$ cat src/packet_jitter_reorder_buffer_assert.svh
// Assertion macros for the packet jitter reorder buffer.
// Used by the top level; depends on nothing.
`ifndef PACKET_JITTER_REORDER_BUFFER_ASSERT_SVH
`define PACKET_JITTER_REORDER_BUFFER_ASSERT_SVH
// Property that holds in the cycle after a condition.
`define PJRB_ASSERT_NEXT(label, cond, prop) \
	label: assert property (@(posedge clk) disable iff (!arst_n) (cond) |=> (prop)) \
		else $error("assertion failed");
// Property that holds in the same cycle as a condition.
`define PJRB_ASSERT_NOW(label, cond, prop) \
	label: assert property (@(posedge clk) disable iff (!arst_n) (cond) |-> (prop)) \
		else $error("assertion failed");
`endif

$ cat src/pjrb_pkg.sv
// Package for the packet jitter reorder buffer: types and constants.
// Used by pjrb_out_reg and the top level; depends on nothing.
package pjrb_pkg;
	localparam int SLOTS_DEF = 8;
	localparam logic [23:0] TIMER_MAX = 24'hFFFFFF;
	localparam logic [15:0] TICKS_RESET = 16'd100;
	localparam logic [3:0] FCNT_MAX = 4'd15;
	localparam logic [15:0] REC_MAX = 16'hFFFF;

	typedef enum logic [1:0] {
		KIND_PLAY    = 2'd0,
		KIND_SILENCE = 2'd1,
		KIND_DISCARD = 2'd2
	} kind_t;

	typedef enum logic {
		REG_RECOVER_TRAILING = 1'b0,
		REG_BUFFER_TICKS     = 1'b1
	} reg_idx_t;

	typedef enum logic [2:0] {
		ST_IDLE,
		ST_PKT,
		ST_DRAIN_RD,
		ST_DRAIN,
		ST_PLACE,
		ST_DISC
	} state_t;

	typedef struct packed {
		logic [1:0]  kind;
		logic [7:0]  tag;
		logic [15:0] len;
		logic [15:0] rec;
		logic        last;
	} result_t;
endpackage

$ cat src/pjrb_ram.sv
// Generic single-port-write, single-read RAM with a registered read port.
// Depends on nothing.
module pjrb_ram #(
	parameter int WIDTH = 8,
	parameter int DEPTH = 8
) (
	input  logic                     clk,
	input  logic                     we,
	input  logic [$clog2(DEPTH)-1:0] waddr,
	input  logic [WIDTH-1:0]         wdata,
	input  logic [$clog2(DEPTH)-1:0] raddr,
	output logic [WIDTH-1:0]         rdata
);
	logic [WIDTH-1:0] mem [DEPTH];

	always_ff @(posedge clk) begin
		if (we) begin
			mem[waddr] <= wdata;
		end
		rdata <= mem[raddr];
	end
endmodule

$ cat src/pjrb_out_reg.sv
// Output register stage for result words, decoupling the result stream.
// Depends on pjrb_pkg.
module pjrb_out_reg (
	input  logic              clk,
	input  logic              arst_n,
	input  logic              in_valid,
	output logic              in_ready,
	input  pjrb_pkg::result_t in_data,
	output logic              out_valid,
	input  logic              out_ready,
	output pjrb_pkg::result_t out_data
);
	import pjrb_pkg::*;

	logic valid_q;
	result_t data_q;

	assign in_ready  = !valid_q || out_ready;
	assign out_valid = valid_q;
	assign out_data  = data_q;

	always_ff @(posedge clk or negedge arst_n) begin
		if (!arst_n) begin
			valid_q <= 1'b0;
		end else if (in_ready) begin
			valid_q <= in_valid;
		end
	end

	always_ff @(posedge clk) begin
		if (in_ready && in_valid) begin
			data_q <= in_data;
		end
	end
endmodule

$ cat src/packet_jitter_reorder_buffer.sv
// Top level of the packet jitter reorder buffer: control sequencer, slot RAM, output register.
// Depends on pjrb_pkg, pjrb_ram, pjrb_out_reg and the assertion header.
//
// Channel   Dir  Words
// s_axis    in   tdata: seq_num, buf_tag, buf_len, device_queue; tuser: mode
// m_axis    out  tdata: out_tag, out_len, recovered_count; tuser: kind; tlast: last
// cfg       in   index 0 recover_trailing, 1 buffer_ticks
//
// A word that is dropped, stored or is a tick without expiry passes through accept and decide.
// A duplicate adds the discard state for its discard word.
// A drain of n slots passes through accept, decide, one RAM read, n words and placement.
// Discard and drain words stall while the output register is full and not taken.
// Reset clears all control state; slot RAM contents are guarded by full bits.
// Configuration is taken only while idle, ahead of an input word in the same cycle.
module packet_jitter_reorder_buffer #(
	parameter int SLOTS = pjrb_pkg::SLOTS_DEF
) (
	input  logic        clk,
	input  logic        arst_n,
	input  logic        s_axis_tvalid,
	output logic        s_axis_tready,
	input  logic [47:0] s_axis_tdata, // seq_num, buf_tag, buf_len, device_queue
	input  logic        s_axis_tuser, // mode
	output logic        m_axis_tvalid,
	input  logic        m_axis_tready,
	output logic [39:0] m_axis_tdata, // out_tag, out_len, recovered_count
	output logic [1:0]  m_axis_tuser, // kind
	output logic        m_axis_tlast,
	input  logic        cfg_valid,
	output logic        cfg_ready,
	input  logic        cfg_index,
	input  logic [15:0] cfg_data
);
	import pjrb_pkg::*;

	`include "packet_jitter_reorder_buffer_assert.svh"

	localparam int AW = $clog2(SLOTS);
	localparam int CW = $clog2(SLOTS + 1);
	localparam int HALF = SLOTS / 2;
	localparam logic signed [17:0] SLOTS_S = 18'(SLOTS);
	localparam logic signed [17:0] HALF_S = 18'(HALF);

	state_t state_q, state_d;
	logic rtrail_q;
	logic [15:0] ticks_q;
	logic [SLOTS-1:0] full_q, full_d;
	logic signed [17:0] base_q, base_d, lps_q, lps_d;
	logic filling_q, filling_d;
	logic [3:0] fcnt_q, fcnt_d;
	logic [CW-1:0] tdepth_q, tdepth_d;
	logic [23:0] timer_q, timer_d;
	logic trun_q, trun_d;
	logic [15:0] rec_q, rec_d;
	logic [CW-1:0] idx_q, idx_d, dlim_q, dlim_d;
	logic from_tick_q, from_tick_d;
	logic ns_small_q, ns_small_d;
	logic mode_q;
	logic [15:0] seq_q, len_q;
	logic [7:0] tag_q, dq_q;

	function automatic logic [23:0] sat24(input logic [24:0] v);
		return (v > 25'(TIMER_MAX)) ? TIMER_MAX : v[23:0];
	endfunction

	// RAM for tag and length of every slot.
	logic ram_we;
	logic [AW-1:0] ram_waddr, ram_raddr;
	logic [23:0] ram_rdata;
	pjrb_ram #(.WIDTH(24), .DEPTH(SLOTS)) u_ram (
		.clk(clk), .we(ram_we), .waddr(ram_waddr), .wdata({tag_q, len_q}),
		.raddr(ram_raddr), .rdata(ram_rdata)
	);

	logic res_valid, res_ready;
	result_t res;
	result_t od;
	pjrb_out_reg u_out (
		.clk(clk), .arst_n(arst_n), .in_valid(res_valid), .in_ready(res_ready),
		.in_data(res), .out_valid(m_axis_tvalid), .out_ready(m_axis_tready), .out_data(od)
	);
	assign m_axis_tdata = {od.rec, od.len, od.tag};
	assign m_axis_tuser = od.kind;
	assign m_axis_tlast = od.last;

	assign cfg_ready = (state_q == ST_IDLE);
	assign s_axis_tready = (state_q == ST_IDLE) && !cfg_valid;

	// Classification of the captured word.
	logic [CW-1:0] depth_c, win_c, more_c, trim_c, idx_next_c;
	logic signed [17:0] seq_s, base_eff, off0, off_r, lps_plus1, win_s;
	logic restart, use_lps, drain_last;
	logic [23:0] ext_c, load_full_c, load_half_c;

	assign depth_c = (tdepth_q > CW'(SLOTS)) ? CW'(SLOTS) : tdepth_q;
	assign restart = !mode_q && !filling_q && (dq_q <= 8'd1);
	assign use_lps = restart && (fcnt_q == '0);
	assign win_c = restart ? CW'(SLOTS) : depth_c;
	assign win_s = signed'(18'(win_c));
	assign more_c = CW'(SLOTS) - depth_c;
	assign seq_s = signed'({2'b00, seq_q});
	assign base_eff = (base_q == -18'sd1) ? seq_s : base_q;
	assign off0 = seq_s - base_eff;
	assign lps_plus1 = lps_q + 18'sd1;
	assign off_r = seq_s - lps_plus1;
	assign ext_c = sat24({1'b0, timer_q} + 25'(ticks_q) * 25'(more_c));
	assign load_full_c = sat24(25'(ticks_q) * 25'(SLOTS));
	assign load_half_c = sat24(25'(ticks_q) * 25'(HALF));
	assign idx_next_c = idx_q + CW'(1);
	assign drain_last = (idx_next_c == dlim_q);

	// Trimmed drain limit: highest full slot inside the window, plus one.
	always_comb begin
		trim_c = '0;
		for (int i = 0; i < SLOTS; i++) begin
			if (CW'(i) < win_c && full_q[i]) begin
				trim_c = CW'(i + 1);
			end
		end
	end

	always_comb begin
		state_d = state_q;
		full_d = full_q;
		base_d = base_q;
		lps_d = lps_q;
		filling_d = filling_q;
		fcnt_d = fcnt_q;
		tdepth_d = tdepth_q;
		timer_d = timer_q;
		trun_d = trun_q;
		rec_d = rec_q;
		idx_d = idx_q;
		dlim_d = dlim_q;
		from_tick_d = from_tick_q;
		ns_small_d = ns_small_q;
		ram_we = 1'b0;
		ram_waddr = '0;
		ram_raddr = idx_q[AW-1:0];
		res_valid = 1'b0;
		res.kind = KIND_SILENCE;
		res.tag = '0;
		res.len = '0;
		res.rec = rec_q;
		res.last = 1'b0;
		unique case (state_q)
			ST_IDLE: if (s_axis_tvalid && s_axis_tready) state_d = ST_PKT;
			ST_PKT: begin
				state_d = ST_IDLE;
				if (mode_q) begin
					if (trun_q) begin
						if (timer_q <= 24'd1) begin
							timer_d = '0;
							trun_d = 1'b0;
							if (fcnt_q != '0) begin
								from_tick_d = 1'b1;
								idx_d = '0;
								dlim_d = rtrail_q ? depth_c : trim_c;
								state_d = ((rtrail_q ? depth_c : trim_c) != '0) ?
									ST_DRAIN_RD : ST_PLACE;
							end
						end else begin
							timer_d = timer_q - 24'd1;
						end
					end
				end else begin
					base_d = base_eff;
					if (off0 >= 18'sd0) begin
						if (restart) begin
							filling_d = 1'b1;
							tdepth_d = CW'(SLOTS);
							timer_d = trun_q ? ext_c : load_full_c;
							trun_d = 1'b1;
						end
						if (use_lps) begin
							base_d = lps_plus1;
							if (off_r >= 18'sd0) begin
								ram_we = 1'b1;
								fcnt_d = 4'd1;
								if (off_r < SLOTS_S) begin
									ram_waddr = off_r[AW-1:0];
									full_d[off_r[AW-1:0]] = 1'b1;
								end else begin
									base_d = seq_s;
									full_d[0] = 1'b1;
								end
							end
						end else if (off0 < win_s) begin
							if (!full_q[off0[AW-1:0]]) begin
								ram_we = 1'b1;
								ram_waddr = off0[AW-1:0];
								full_d[off0[AW-1:0]] = 1'b1;
								if (fcnt_q != FCNT_MAX) fcnt_d = fcnt_q + 4'd1;
								if (seq_s <= lps_q && rec_q != REC_MAX) rec_d = rec_q + 16'd1;
							end else begin
								state_d = ST_DISC;
							end
						end else begin
							from_tick_d = 1'b0;
							idx_d = '0;
							dlim_d = rtrail_q ? win_c : trim_c;
							ns_small_d = (off0 - win_s) < HALF_S;
							state_d = ((rtrail_q ? win_c : trim_c) != '0) ? ST_DRAIN_RD : ST_PLACE;
						end
					end
				end
			end
			ST_DRAIN_RD: state_d = ST_DRAIN;
			ST_DRAIN: begin
				res_valid = 1'b1;
				if (full_q[idx_q[AW-1:0]]) begin
					res.kind = KIND_PLAY;
					res.tag = ram_rdata[23:16];
					res.len = ram_rdata[15:0];
				end
				res.last = drain_last;
				if (res_ready) begin
					if (full_q[idx_q[AW-1:0]]) begin
						full_d[idx_q[AW-1:0]] = 1'b0;
						lps_d = base_q + signed'(18'(idx_q));
					end else if (!rtrail_q) begin
						lps_d = base_q + signed'(18'(idx_q));
					end
					idx_d = idx_next_c;
					ram_raddr = idx_next_c[AW-1:0];
					if (drain_last) state_d = ST_PLACE;
				end
			end
			ST_PLACE: begin
				state_d = ST_IDLE;
				filling_d = 1'b0;
				tdepth_d = CW'(HALF);
				timer_d = load_half_c;
				trun_d = 1'b1;
				if (from_tick_q) begin
					fcnt_d = '0;
					base_d = lps_plus1;
				end else begin
					ram_we = 1'b1;
					if (ns_small_q && off_r >= 18'sd0 && off_r < HALF_S) begin
						base_d = lps_plus1;
						ram_waddr = off_r[AW-1:0];
						full_d[off_r[AW-1:0]] = 1'b1;
						fcnt_d = 4'(off_r + 18'sd1);
					end else begin
						base_d = seq_s;
						full_d[0] = 1'b1;
						if (ns_small_q && off_r >= 18'sd0) begin
							fcnt_d = (off_r > 18'sd14) ? FCNT_MAX : 4'(off_r + 18'sd1);
						end else begin
							fcnt_d = 4'd1;
						end
					end
				end
			end
			ST_DISC: begin
				res_valid = 1'b1;
				res.kind = KIND_DISCARD;
				res.tag = tag_q;
				res.len = len_q;
				res.last = 1'b1;
				if (res_ready) state_d = ST_IDLE;
			end
			default: state_d = ST_IDLE;
		endcase
	end

	always_ff @(posedge clk or negedge arst_n) begin
		if (!arst_n) begin
			state_q <= ST_IDLE;
			full_q <= '0;
			base_q <= -18'sd1;
			lps_q <= -18'sd1;
			filling_q <= 1'b0;
			fcnt_q <= '0;
			tdepth_q <= CW'(SLOTS);
			timer_q <= '0;
			trun_q <= 1'b0;
			rec_q <= '0;
			idx_q <= '0;
			dlim_q <= '0;
			from_tick_q <= 1'b0;
			ns_small_q <= 1'b0;
		end else begin
			state_q <= state_d;
			full_q <= full_d;
			base_q <= base_d;
			lps_q <= lps_d;
			filling_q <= filling_d;
			fcnt_q <= fcnt_d;
			tdepth_q <= tdepth_d;
			timer_q <= timer_d;
			trun_q <= trun_d;
			rec_q <= rec_d;
			idx_q <= idx_d;
			dlim_q <= dlim_d;
			from_tick_q <= from_tick_d;
			ns_small_q <= ns_small_d;
		end
	end

	always_ff @(posedge clk or negedge arst_n) begin
		if (!arst_n) begin
			rtrail_q <= 1'b0;
			ticks_q <= TICKS_RESET;
		end else if (cfg_valid && cfg_ready) begin
			unique case (reg_idx_t'(cfg_index))
				REG_RECOVER_TRAILING: rtrail_q <= cfg_data[0];
				REG_BUFFER_TICKS: ticks_q <= cfg_data;
			endcase
		end
	end

	always_ff @(posedge clk) begin
		if (s_axis_tready && s_axis_tvalid) begin
			mode_q <= s_axis_tuser;
			seq_q <= s_axis_tdata[15:0];
			tag_q <= s_axis_tdata[23:16];
			len_q <= s_axis_tdata[39:24];
			dq_q <= s_axis_tdata[47:40];
		end
	end

	`PJRB_ASSERT_NOW(a_out_kind, m_axis_tvalid, m_axis_tuser <= KIND_DISCARD)
	`PJRB_ASSERT_NOW(a_busy_not_ready, state_q != ST_IDLE, !s_axis_tready)
	`PJRB_ASSERT_NEXT(a_accept_decide, s_axis_tvalid && s_axis_tready, state_q == ST_PKT)
	`PJRB_ASSERT_NEXT(a_out_hold, m_axis_tvalid && !m_axis_tready,
		m_axis_tvalid && $stable(m_axis_tdata))
endmodule
$ cat config.mk
export PLATFORM = sky130hd
export DESIGN_NAME = packet_jitter_reorder_buffer
export DESIGN_NICKNAME = d
export VERILOG_FILES = /design/src/pjrb_pkg.sv /design/src/pjrb_ram.sv /design/src/pjrb_out_reg.sv /design/src/packet_jitter_reorder_buffer.sv
export VERILOG_INCLUDE_DIRS = /design/src /design/src/src
export SDC_FILE = /design/constraint.sdc
export NUM_CORES = 1
export LEC_CHECK = 0
export ABC_AREA = 1
export BUFFER_PORTS_ARGS = -buffer_cell sky130_fd_sc_hd__buf_2
export CORE_UTILIZATION = 36
export DETAILED_ROUTE_END_ITERATION = 10
export PLACE_DENSITY = 0.56
export SYNTH_ARGS = -nofsm -noshare
export SYNTH_HDL_FRONTEND = slang
export SYNTH_HIERARCHICAL = 1
export SYNTH_SLANG_ARGS = --single-unit
$ cat constraint.sdc
create_clock -name clk -period 5.8 [get_ports clk]
set_input_delay 0.58 -clock clk [delete_from_list [all_inputs] [get_ports clk]]
set_output_delay 0.58 -clock clk [all_outputs]
set_load 0.01 [all_outputs]
## Word-level counts from Yosys, hierarchy flattened

Memories as Yosys holds them, arrays and structs flattened. A register that Yosys moved wholly into a read port is not among the register bits.
Index checks and enable logic that the tools add are counted.

- RAM bits: 192
- Input port bits: 71
- Register bits after elaboration: 217
- Output and inout bits: 46
- Memories: 1
- Word-level logic and storage cells: 308

Memory list:

| name | depth | bits a word | read ports | clocked after memory_dff | wr ports | line | text |
|---|---|---|---|---|---|---|---|
| u_ram.mem | 8 | 24 | 1 | 1 | 1 | pjrb_ram.sv:14 | `logic [WIDTH-1:0] mem [DEPTH];` |

- Bitwise operators: 9
- Reduce and logical (&&, ||, !) cells: 51
- Eq/ne operators: 37
- Magnitude comparators: 26
- Multipliers: 1
- Multiplexer cells: 143
- Add/sub/neg operators: 12

Operator list:

| operator | count |
|---|---|
| $mux W18 | 10 |
| $mux W24 | 7 |
| $mux W4 | 40 |
| $mux W3 | 25 |
| $mux W8 | 9 |
| $pmux W26 S2 | 1 |
| $pmux W24 S2 | 1 |
| $ge A18 B1 Y1 const B | 2 |
| $lt A18 B4 Y1 const B | 2 |
| $ne A3 B3 Y1 const B | 12 |
| $pmux W18 S2 | 1 |
| $sub A17 B18 Y18 | 2 |
| $mux W1 | 31 |
| $add A24 B20 Y25 | 1 |
| $gt A25 B24 Y1 const B | 1 |
| $mux W25 | 1 |
| $le A24 B1 Y1 const B | 1 |
| $pmux W4 S2 | 3 |
| $pmux W8 S3 | 1 |
| $sub A24 B1 Y24 const B | 1 |
| $logic_and A1 B1 Y1 | 21 |
| $reduce_and A7 Y1 | 3 |
| $mul A16 B4 Y20 | 1 |
| $ne A2 B2 Y1 const B | 10 |
| other kinds (51) | 92 |

## Logic depth before layout (Yosys ltp)

Gate-level depths: netlist (run 1).

- Depth after elaboration: 22
- Gate-level depth with buffers: 32
- Gate-level depth less buffers: 31

## Hierarchy

The synthesis (run 1) kept the hierarchy.

Modules (own cells, without submodules):

| module | cells an instance | times used | sequential area each (µm²) | area each (µm²) |
|---|---|---|---|---|
| packet_jitter_reorder_buffer | 2320 | 1 | 4544.4 | 15891.5 |
| pjrb_ram | 872 | 1 | 6246.0 | 8906.0 |
| pjrb_out_reg | 49 | 1 | 1316.3 | 1336.3 |

## Least setup slack after synthesis (run 1)

Ideal clock, no wire load.

- Path type: register -> register
- Start point: register base_q[8]
- End point: memory u_ram.mem[1][0], enable pin
- Data required time: 5.395 ns
- Buffers on the path: 0
- Library setup time: 0.405 ns
- Arrival: 5.125 ns
- Period minus slack after synthesis: 5.530 ns
- Path slack: 0.270 ns
- Stages on the path, launching flop included: 28
- Cell sequence: dfstp_2 > nand2_2 > nor2_4 > inv_1 > nor4_1 > nand3_1 > o21ai_0 > inv_1 > fa_1 > nor2_1 > nor2_1 > inv_1 > ha_1 > inv_1 > fa_1 > inv_1 > nand3_1 > nor2_1 > nand3_1 > nor2_2 > nand2_2 > nand2_2 > nand2_2 > nand2_1 > nand2_1 > o21ai_0 > nand2_1 > nor2_1

- Cells in the longest elaborated chain, start to end: 13
- Elaborated cells between the ends (all ways): 21
- Classes of those cells: 1 x add/sub; 2 x order compare; 1 x eq/ne; 17 x mux

Ends and longest elaborated chain:

| item | line | text |
|---|---|---|
| start, declared | packet_jitter_reorder_buffer.sv:48 | `logic signed [17:0] base_q, base_d, lps_q, lps_d;` |
| start signal, assigned | packet_jitter_reorder_buffer.sv:272 | `base_q <= -18'sd1;` |
| start signal, assigned | packet_jitter_reorder_buffer.sv:287 | `base_q <= base_d;` |
| $eq A18 B1 Y1 | packet_jitter_reorder_buffer.sv:102 | `assign base_eff = (base_q == -18'sd1) ? seq_s : base_q;` |
| $mux W18 (*) | packet_jitter_reorder_buffer.sv:102 |  |
| $sub A17 B18 Y18 (*) | packet_jitter_reorder_buffer.sv:103 | `assign off0 = seq_s - base_eff;` |
| parallel branches: the longest is 5 deep, another holds $lt A18 B5 Y1 | -- |  |
| $mux W1 (*) | packet_jitter_reorder_buffer.sv:168 | `if (off0 >= 18'sd0) begin` |
| $mux W1 (*) | packet_jitter_reorder_buffer.sv:150 | `if (mode_q) begin` |
| $pmux W1 S2 (*) | packet_jitter_reorder_buffer.sv:146 | `unique case (state_q)` |
| via ram_we | packet_jitter_reorder_buffer.sv:67 | `logic ram_we;` |
| $mux W1 (*) | pjrb_ram.sv:17 | `if (we) begin` |
| $mux W1 (implied by the code) (*) | pjrb_ram.sv:18 | `mem[waddr] <= wdata;` |
| end, declared | pjrb_ram.sv:14 |  |

Mark *: on every way through the listed nets, which the timed path passes. The select of a mux whose other input is x is not followed.

## Final worst setup path (run 1)

- Start point: register base_q[8]
- End point: memory u_ram.mem[3][3], enable pin

- Elaborated cells between the ends (all ways): 21
- Classes of those cells: 1 x add/sub; 2 x order compare; 1 x eq/ne; 17 x mux

RTL lines:

| item | line | text |
|---|---|---|
| $eq A18 B1 Y1 | packet_jitter_reorder_buffer.sv:102 |  |
| $mux W18 (*) | packet_jitter_reorder_buffer.sv:102 |  |
| $sub A17 B18 Y18 (*) | packet_jitter_reorder_buffer.sv:103 |  |
| parallel branches: the longest is 5 deep, another holds $lt A18 B5 Y1 | -- |  |
| $mux W3 (*) | packet_jitter_reorder_buffer.sv:168 |  |
| $mux W3 (*) | packet_jitter_reorder_buffer.sv:150 |  |
| $pmux W3 S2 (*) | packet_jitter_reorder_buffer.sv:146 |  |
| via ram_waddr[0] | packet_jitter_reorder_buffer.sv:68 | `logic [AW-1:0] ram_waddr, ram_raddr;` |

Marks and branches as above.

==> out/qor.yml, run 1 <==
worst_setup_path:
  cp.required_ns: 6.08
  cp_slowest_stage_delay_ns: 0.59
  end_kind: "flop"
  worstSetupPathType: "flop to flop"
  crit_family: "simple AND/OR/NAND/NOR gates"
  cp_max_fo: 24
  cp.arrival_ns: 5.63
  r2r_start: "base_q[8]"
  worstSetupStartpoint: "base_q[8]"
  startpoint_type: "flop"
  cp_num_buf_inv: 7
  cp_slowest_cell: "dfstp_2"
sta:
  worst_pin_slew_ns: 1.16
  relSlewSlack_pct: 22.9
  fin_skew_ns: 0.0392
  slew_viol_final: 0
  hold_slack_ns: 0.139
  rsz0062_at_grt: "false"
  fmax_ghz: 0.187
  period_minus_slack_ns: 5.36
  hold_viol_final: 0
  finalSetupViolCount: 0
  setup_slack_ns: 0.444
  finalSetupTns_ns: 0
  fin_crit_sh_pct: 92.3
yosys:
  synthSimpleGateAreaFrac_pct: 25.0
  synthesis.area_um2: 26100
  ys_types: 65
  synth_compound_area_share_pct: 9.56
  synth_top_family_by_area: "simple AND/OR/NAND/NOR gates"
  netlist_instances: 3241
  synth_edf_count: 283
  ys_warn_count: 6
  synth_adder_area_share_pct: 6.91
  synthXorXnorAreaFrac_pct: 2.81
  syn_area_per_cell_um2: 8.06
  ys_dominant_reg_cell: "edfxtp_1"
  yosysSeqAreaShare_pct: 46.3
  async_flop_share_pct: 28.6
  synth_seq_cells: 430
  synth_nets: 3445
  muxShareOfSynthArea_pct: 0
layout:
  antenna-diode-count: 0
  fin_cells: 4350
  utilization_pct: 41.5
  area_growth_pct: 13.7
  fin_nets: 3564
  stdcell_area_um2: 29700
  drive_above_1_share_pct: 11.2
floorplanning:
  die_area_um2: 73700
  rows: 98
  start_util_pct: 36.5
  die_h_um: 271
  fp.dieW_um: 271
  core_area_um2: 71600
  io_pins: 117
placed_design:
  dp_hpwl_um: 49400
  io_buffers: 115
  place.gp.congestion: 0.914
  dpl_cell_area_um2: 28000
  dp_slack_ns: 0.185
  dp.cells: 4258
global_route:
  grt_pass1_wl_um: 114000
  gr-total-overflow: 0
  grt_max_degree: 97
  track_usage_pct: 19.4
  antenna_found_initial: 3
  grt_pass1_vias: 20446
min_path:
  hold_class: "input pin to flop"
  hold_start: "s_axis_tuser"
route:
  vias_per_cell: 4.92
  ant_nets: 0
  drtPass1Iterations: 5
  vias: 21402
  routed_wl_um: 72200
  drc: 0
  drt_iter0_markers: 1315
  drt-wirelength-per-cell_um: 16.6
power:
  irDropWorstVdd_mv: 0.317
  p_switching_mw: 7.23
  switching_share_pct: 45.8
  clkPwrFrac_pct: 20.3
  p_int_mw: 8.57
  p_per_area_nw_per_um2: 532
  combPwrFrac_pct: 50.8
  p_seq_share_pct: 28.9
  p_leak_nw: 13.6
  power.total_mw: 15.8
clock_network:
  cts_tree: "done"
  ctsHtreeMaxLevel: 2
  clock_path_buffers: 3
  root_buffer: "clkbuf_16"
  clk_latency_ns: 0.62
  cts_sinks: 430
  cts_buffers: 49
  clk_pin_slew_ns: 0.06
run_status:
  status: "complete, no violations"
job:
  maxCapViolations: 0
-- cell usage after synthesis, drive strengths merged (10+ instances only) --
master | count | area share (%)
clkbuf | 43 | 0.62
inv | 521 | 7.5
ha | 114 | 5.5
fa | 19 | 1.5
xnor2 | 25 | 0.84
o21ai | 238 | 4.6
dfrtp | 83 | 7.9
nor4 | 11 | 0.26
a31oi | 10 | 0.24
buf | 51 | 1.3
dfxtp | 24 | 1.8
dfstp | 40 | 4.0
edfxtp | 283 | 33
nand2 | 913 | 13
nor2 | 232 | 3.6
o21a | 10 | 0.29
nand4 | 47 | 1.2
nand3 | 256 | 5.1
nor3 | 31 | 0.63
nand3b | 11 | 0.32
xor2 | 54 | 2.0
a21oi | 151 | 3.0
-- flip-flops by register name (all words and copies together), names as in the netlist, 3 cells and up --
name and flops:
base_q 18, dlim_q 4, dq_q 7, fcnt_q 4
full_q 8, idx_q 4, len_q 16, lps_q 18
rec_q 16, seq_q 16, state_q 3, tag_q 8
ticks_q 16, timer_q 24, u_out/out_data 43, u_ram/mem 192
u_ram/rdata 24
-- power groups by stage --
stage          sequential (mW)  clock [mW]  combinational, mW
2_1_floorplan             4.48           0               5.90
3_3_place_gp              4.62           0               7.96
3_5_place_dp              4.62           0               8.00
4_1_cts                   4.57        3.29               8.05
5_1_grt                   4.65        3.41               9.10
6_report                  4.57        3.20               8.02
-- repair_timing --
action,in CTS,in global routing
setup buffers,0,0
hold buffers,1,0
setup endpoints to repair,0,192
gates resized for setup,0,6
endpoints found under the hold margin,10,0
-- layout make-up --
type	instances	area [um^2]
Timing Repair Buffer	162	1040
Tap cell	950	1190
Inverter	524	1970
Multi-Input combinational cell	2193	11700
Fill cell	7324	41900
Clock buffer	73	1440
Sequential cell	430	12100
Clock inverter	18	236
-- path summary, 6_finish.rpt --
path	cells past startpoint	to	slack (ns)
worst max-delay path	31	u_ram/mem[3][3]	0.44
worst min-delay path	1	mode_q	0.14
worst max register to register	31	u_ram/mem[3][3]	0.44
worst min register to register	0	u_out/out_data[13]	0.49
max in group asynchronous	3	full_q[5]	4.05
min in group asynchronous	2	timer_q[11]	0.56
-- metal layers --
metal  GRT usage, %  vias to the layer above  wire, um
met3           2.30                      102      3310
li1               -                    10818         -
met2           33.1                      495     34500
met1           25.9                     9987     32800
met5              0                        -         0
met4           5.37                        0      1610
-- cell usage in the layout, fill, tap and decap left out, drive strengths merged, types with 5 or more instances in the layout --
cell type and n:
a21boi 6, a21oi 151, a31oi 10, and2 6
buf 161, clkbuf 73, clkinv 15, dfrtp 83
dfstp 40, dfxtp 24, edfxtp 283, fa 19
ha 114, inv 522, nand2 913, nand3 256
nand3b 11, nand4 47, nor2 232, nor3 31
nor4 11, o211ai 9, o21a 10, o21ai 238
o21bai 5, o22ai 9, or2 8, xnor2 25
xor2 54
-- cells by family after synthesis --
kind of cell	Yosys count
adders and majority gates	133
DFF	430
and+or+nand+nor	1521
xor gates and xnor gates	79
buffers and inverters	618
AOI/OAI and AO/OA	460
(Power assumes the default switching activity.)
==> run 2, diff against run 1 <==
--- a/config.mk
+++ b/config.mk
@@ -8,9 +8,11 @@
 export LEC_CHECK = 0
 export ABC_AREA = 1
 export BUFFER_PORTS_ARGS = -buffer_cell sky130_fd_sc_hd__buf_2
-export CORE_UTILIZATION = 36
+export CELL_PAD_IN_SITES_DETAIL_PLACEMENT = 1
+export CELL_PAD_IN_SITES_GLOBAL_PLACEMENT = 2
+export CORE_UTILIZATION = 34
 export DETAILED_ROUTE_END_ITERATION = 10
-export PLACE_DENSITY = 0.56
+export PLACE_DENSITY = 0.79
 export SYNTH_ARGS = -nofsm -noshare
 export SYNTH_HDL_FRONTEND = slang
 export SYNTH_HIERARCHICAL = 1
==> out/qor.yml, run 2 (synthesized netlist as in run 1, its figures left out) <==
floorplanning:
  fp.dieW_um: 279  # was 271 um
  rows: 101  # was 98
  io_pins: 117  # unchanged
  core_area_um2: 75900  # was 71600 um^2
  die_area_um2: 78000  # was 73700 um^2
  die_h_um: 279  # was 271 um
  start_util_pct: 34.4  # was 36.5%
placed_design:
  dp_hpwl_um: 59800  # was 49400 um
  place.gp.congestion: 0.841  # was 0.914
  io_buffers: 115  # unchanged
  dp_slack_ns: 0.383  # was 0.185 ns
  dpl_cell_area_um2: 28100  # was 28000 um^2
layout:
  area_growth_pct: 14.7  # was 13.7%
  fin_nets: 3577  # was 3564
  final_cell_mix: "891 x nand2_1, 508 x inv_1, 283 x edfxtp_1"  # was 889 x nand2_1, 507 x inv_1, 283 x edfxtp_1
  largest_register: "u_ram/mem"  # unchanged
  stdcell_area_um2: 30000  # was 29700 um^2
  final_common_cell: "nand2_1"  # unchanged
  drive_above_1_share_pct: 11.9  # was 11.2%
  antenna-diode-count: 0  # unchanged
  largest_reg_flops: 192  # unchanged
run_status:
  status: "complete, no violations"  # unchanged
min_path:
  hold_class: "input pin to async pin"  # was input pin to flop
clock_network:
  ctsHtreeMaxLevel: 2  # unchanged
  clk_pin_slew_ns: 0.06  # about the same
  root_buffer: "clkbuf_16"  # unchanged
  cts_hold_buf: 0  # was 1
  cts_sinks: 430  # unchanged
  clk_latency_ns: 0.62  # about the same
  post_cts_resized: 0  # unchanged
  postCtsSetupBuffers: 0  # unchanged
  cts_tree: "done"  # unchanged
  clock_path_buffers: 3  # unchanged
  cts_buffers: 52  # was 49
route:
  drc: 0  # unchanged
  ant_nets: 0  # unchanged
  drt_iter0_markers: 969  # was 1315
  vias: 22284  # was 21402
  routed_wl_um: 83800  # was 72200 um
  vias_per_cell: 5.01  # was 4.92
  drt-wirelength-per-cell_um: 18.9  # was 16.6 um
  drtPass1Iterations: 5  # unchanged
global_route:
  gr-total-overflow: 0  # unchanged
  track_usage_pct: 21.7  # was 19.4%
  grt_max_degree: 81  # was 97
  grt_pass1_wl_um: 134000  # was 114000 um
  antenna_found_initial: 0  # was 3
  grt_pass1_vias: 23907  # was 20446
worst_setup_path:
  r2r_start: "base_q[8]"  # unchanged
  reg2regPathDepth: 30  # was 31
  cp_slowest_cell: "dfstp_2"  # unchanged
  worstSetupPathType: "flop to flop"  # unchanged
  cp_num_buf_inv: 8  # was 7
  startpoint_type: "flop"  # unchanged
  crit_family: "simple AND/OR/NAND/NOR gates"  # unchanged
  end_kind: "flop"  # unchanged
  cp_slowest_stage_delay_ns: 0.59  # about the same
  rrSetupSlack_ns: 0.53  # was 0.44 ns
  cp_max_fo: 8  # was 24
  crit_path_frequent_cell: "inv_1"
  cp.arrival_ns: 5.58  # was 5.63 ns
  timing.rr.end: "u_ram/mem[0][7]"  # was u_ram/mem[3][3]
  cp.required_ns: 6.11  # was 6.08 ns
power:
  p_per_area_nw_per_um2: 546  # was 532 nW/um^2
  power.total_mw: 16.4  # was 15.8 mW
  irDropWorstVdd_mv: 0.381  # was 0.317 mV
  p_leak_nw: 13.7  # was 13.6 nW
sta:
  fin_crit_sh_pct: 90.9  # was 92.3%
  relSlewSlack_pct: 23.3  # was 22.9%
  setup_slack_ns: 0.528  # was 0.444 ns
  worst_pin_slew_ns: 1.15  # was 1.16 ns
  period_minus_slack_ns: 5.27  # was 5.36 ns
  slew_viol_final: 0  # unchanged
  finalSetupViolCount: 0  # unchanged
  hold_viol_final: 0  # unchanged
  rsz0062_at_grt: "false"  # unchanged
  hold_slack_ns: 0.0522  # was 0.139 ns
  fmax_ghz: 0.190  # was 0.187 GHz
  finalSetupTns_ns: 0  # unchanged
  fin_skew_ns: 0.0179  # was 0.0392 ns
job:
  maxCapViolations: 0  # unchanged
==> run 2: cell types whose count changed in the layout (fill, tap and decap cells not counted), moves of 3 or more <==
| cell | previous run | this run |
|---|---|---|
| clkinv_2 | 7 | 13 |
| buf_4 | 38 | 48 |
| nor2_2 | 14 | 22 |
| clkbuf_1 | 13 | 8 |
| nor2_4 | 15 | 7 |
| clkinvlp_4 | 1 | 4 |
==> run 2: how the worst max path moves through the flow <==
stage	from	endpoint	cells past startpoint
after floorplan	base_q[8]	u_ram/mem[1][0]	27
after global placement	base_q[8]	u_ram/mem[3][9]	30
after detailed placement	lps_q[2]	u_ram/mem[5][22]	24
after CTS	base_q[9]	u_ram/mem[3][8]	30
after global routing	lps_q[1]	u_ram/mem[3][8]	27
final	base_q[8]	u_ram/mem[0][7]	30
==> run 2: power breakdown <==
group          total (mW)  switching (mW)  internal, mW
combinational        8.35            5.71          2.64
sequential           4.59           0.533          4.05
clock                3.43            1.40          2.03
total                16.4            7.65          8.73
==> run 2: layer usage <==
layer	part of all wire, %	vias up	track usage [%]
met1	45	11008	27.6
met4	2.7	0	6.49
met5	0	-	0
met3	3.3	133	2.74
li1	-	10817	-
met2	49	326	38.3
==> run 2: worst reg2reg max path: cells and delay by family (launching register included) <==
family | cells | cell delay (ns)
buffers and inverters | 8 | 0.95
DFF | 1 | 0.59
AOI/OAI and AO/OA | 2 | 0.41
adders and majority gates | 3 | 0.95
and+or+nand+nor | 17 | 2.06
==> run 2: area by class of cell <==
class | count | area, um^2
clock buffer | 68 | 1440
clock inverter | 29 | 357
fill | 9201 | 46000
inverter | 524 | 1970
multi-input combinational | 2193 | 11700
sequential | 430 | 12100
tap | 1030 | 1290
timing repair buffer | 172 | 1120
==> run 2: stage by stage <==
stage / util [%] / std cells
floorplan: - / 3241
global placement: 37.1 / 4349
detailed placement: 37.1 / 4349
CTS: 39.4 / 4446
global route: 39.5 / 4446
finish: 39.5 / 4446
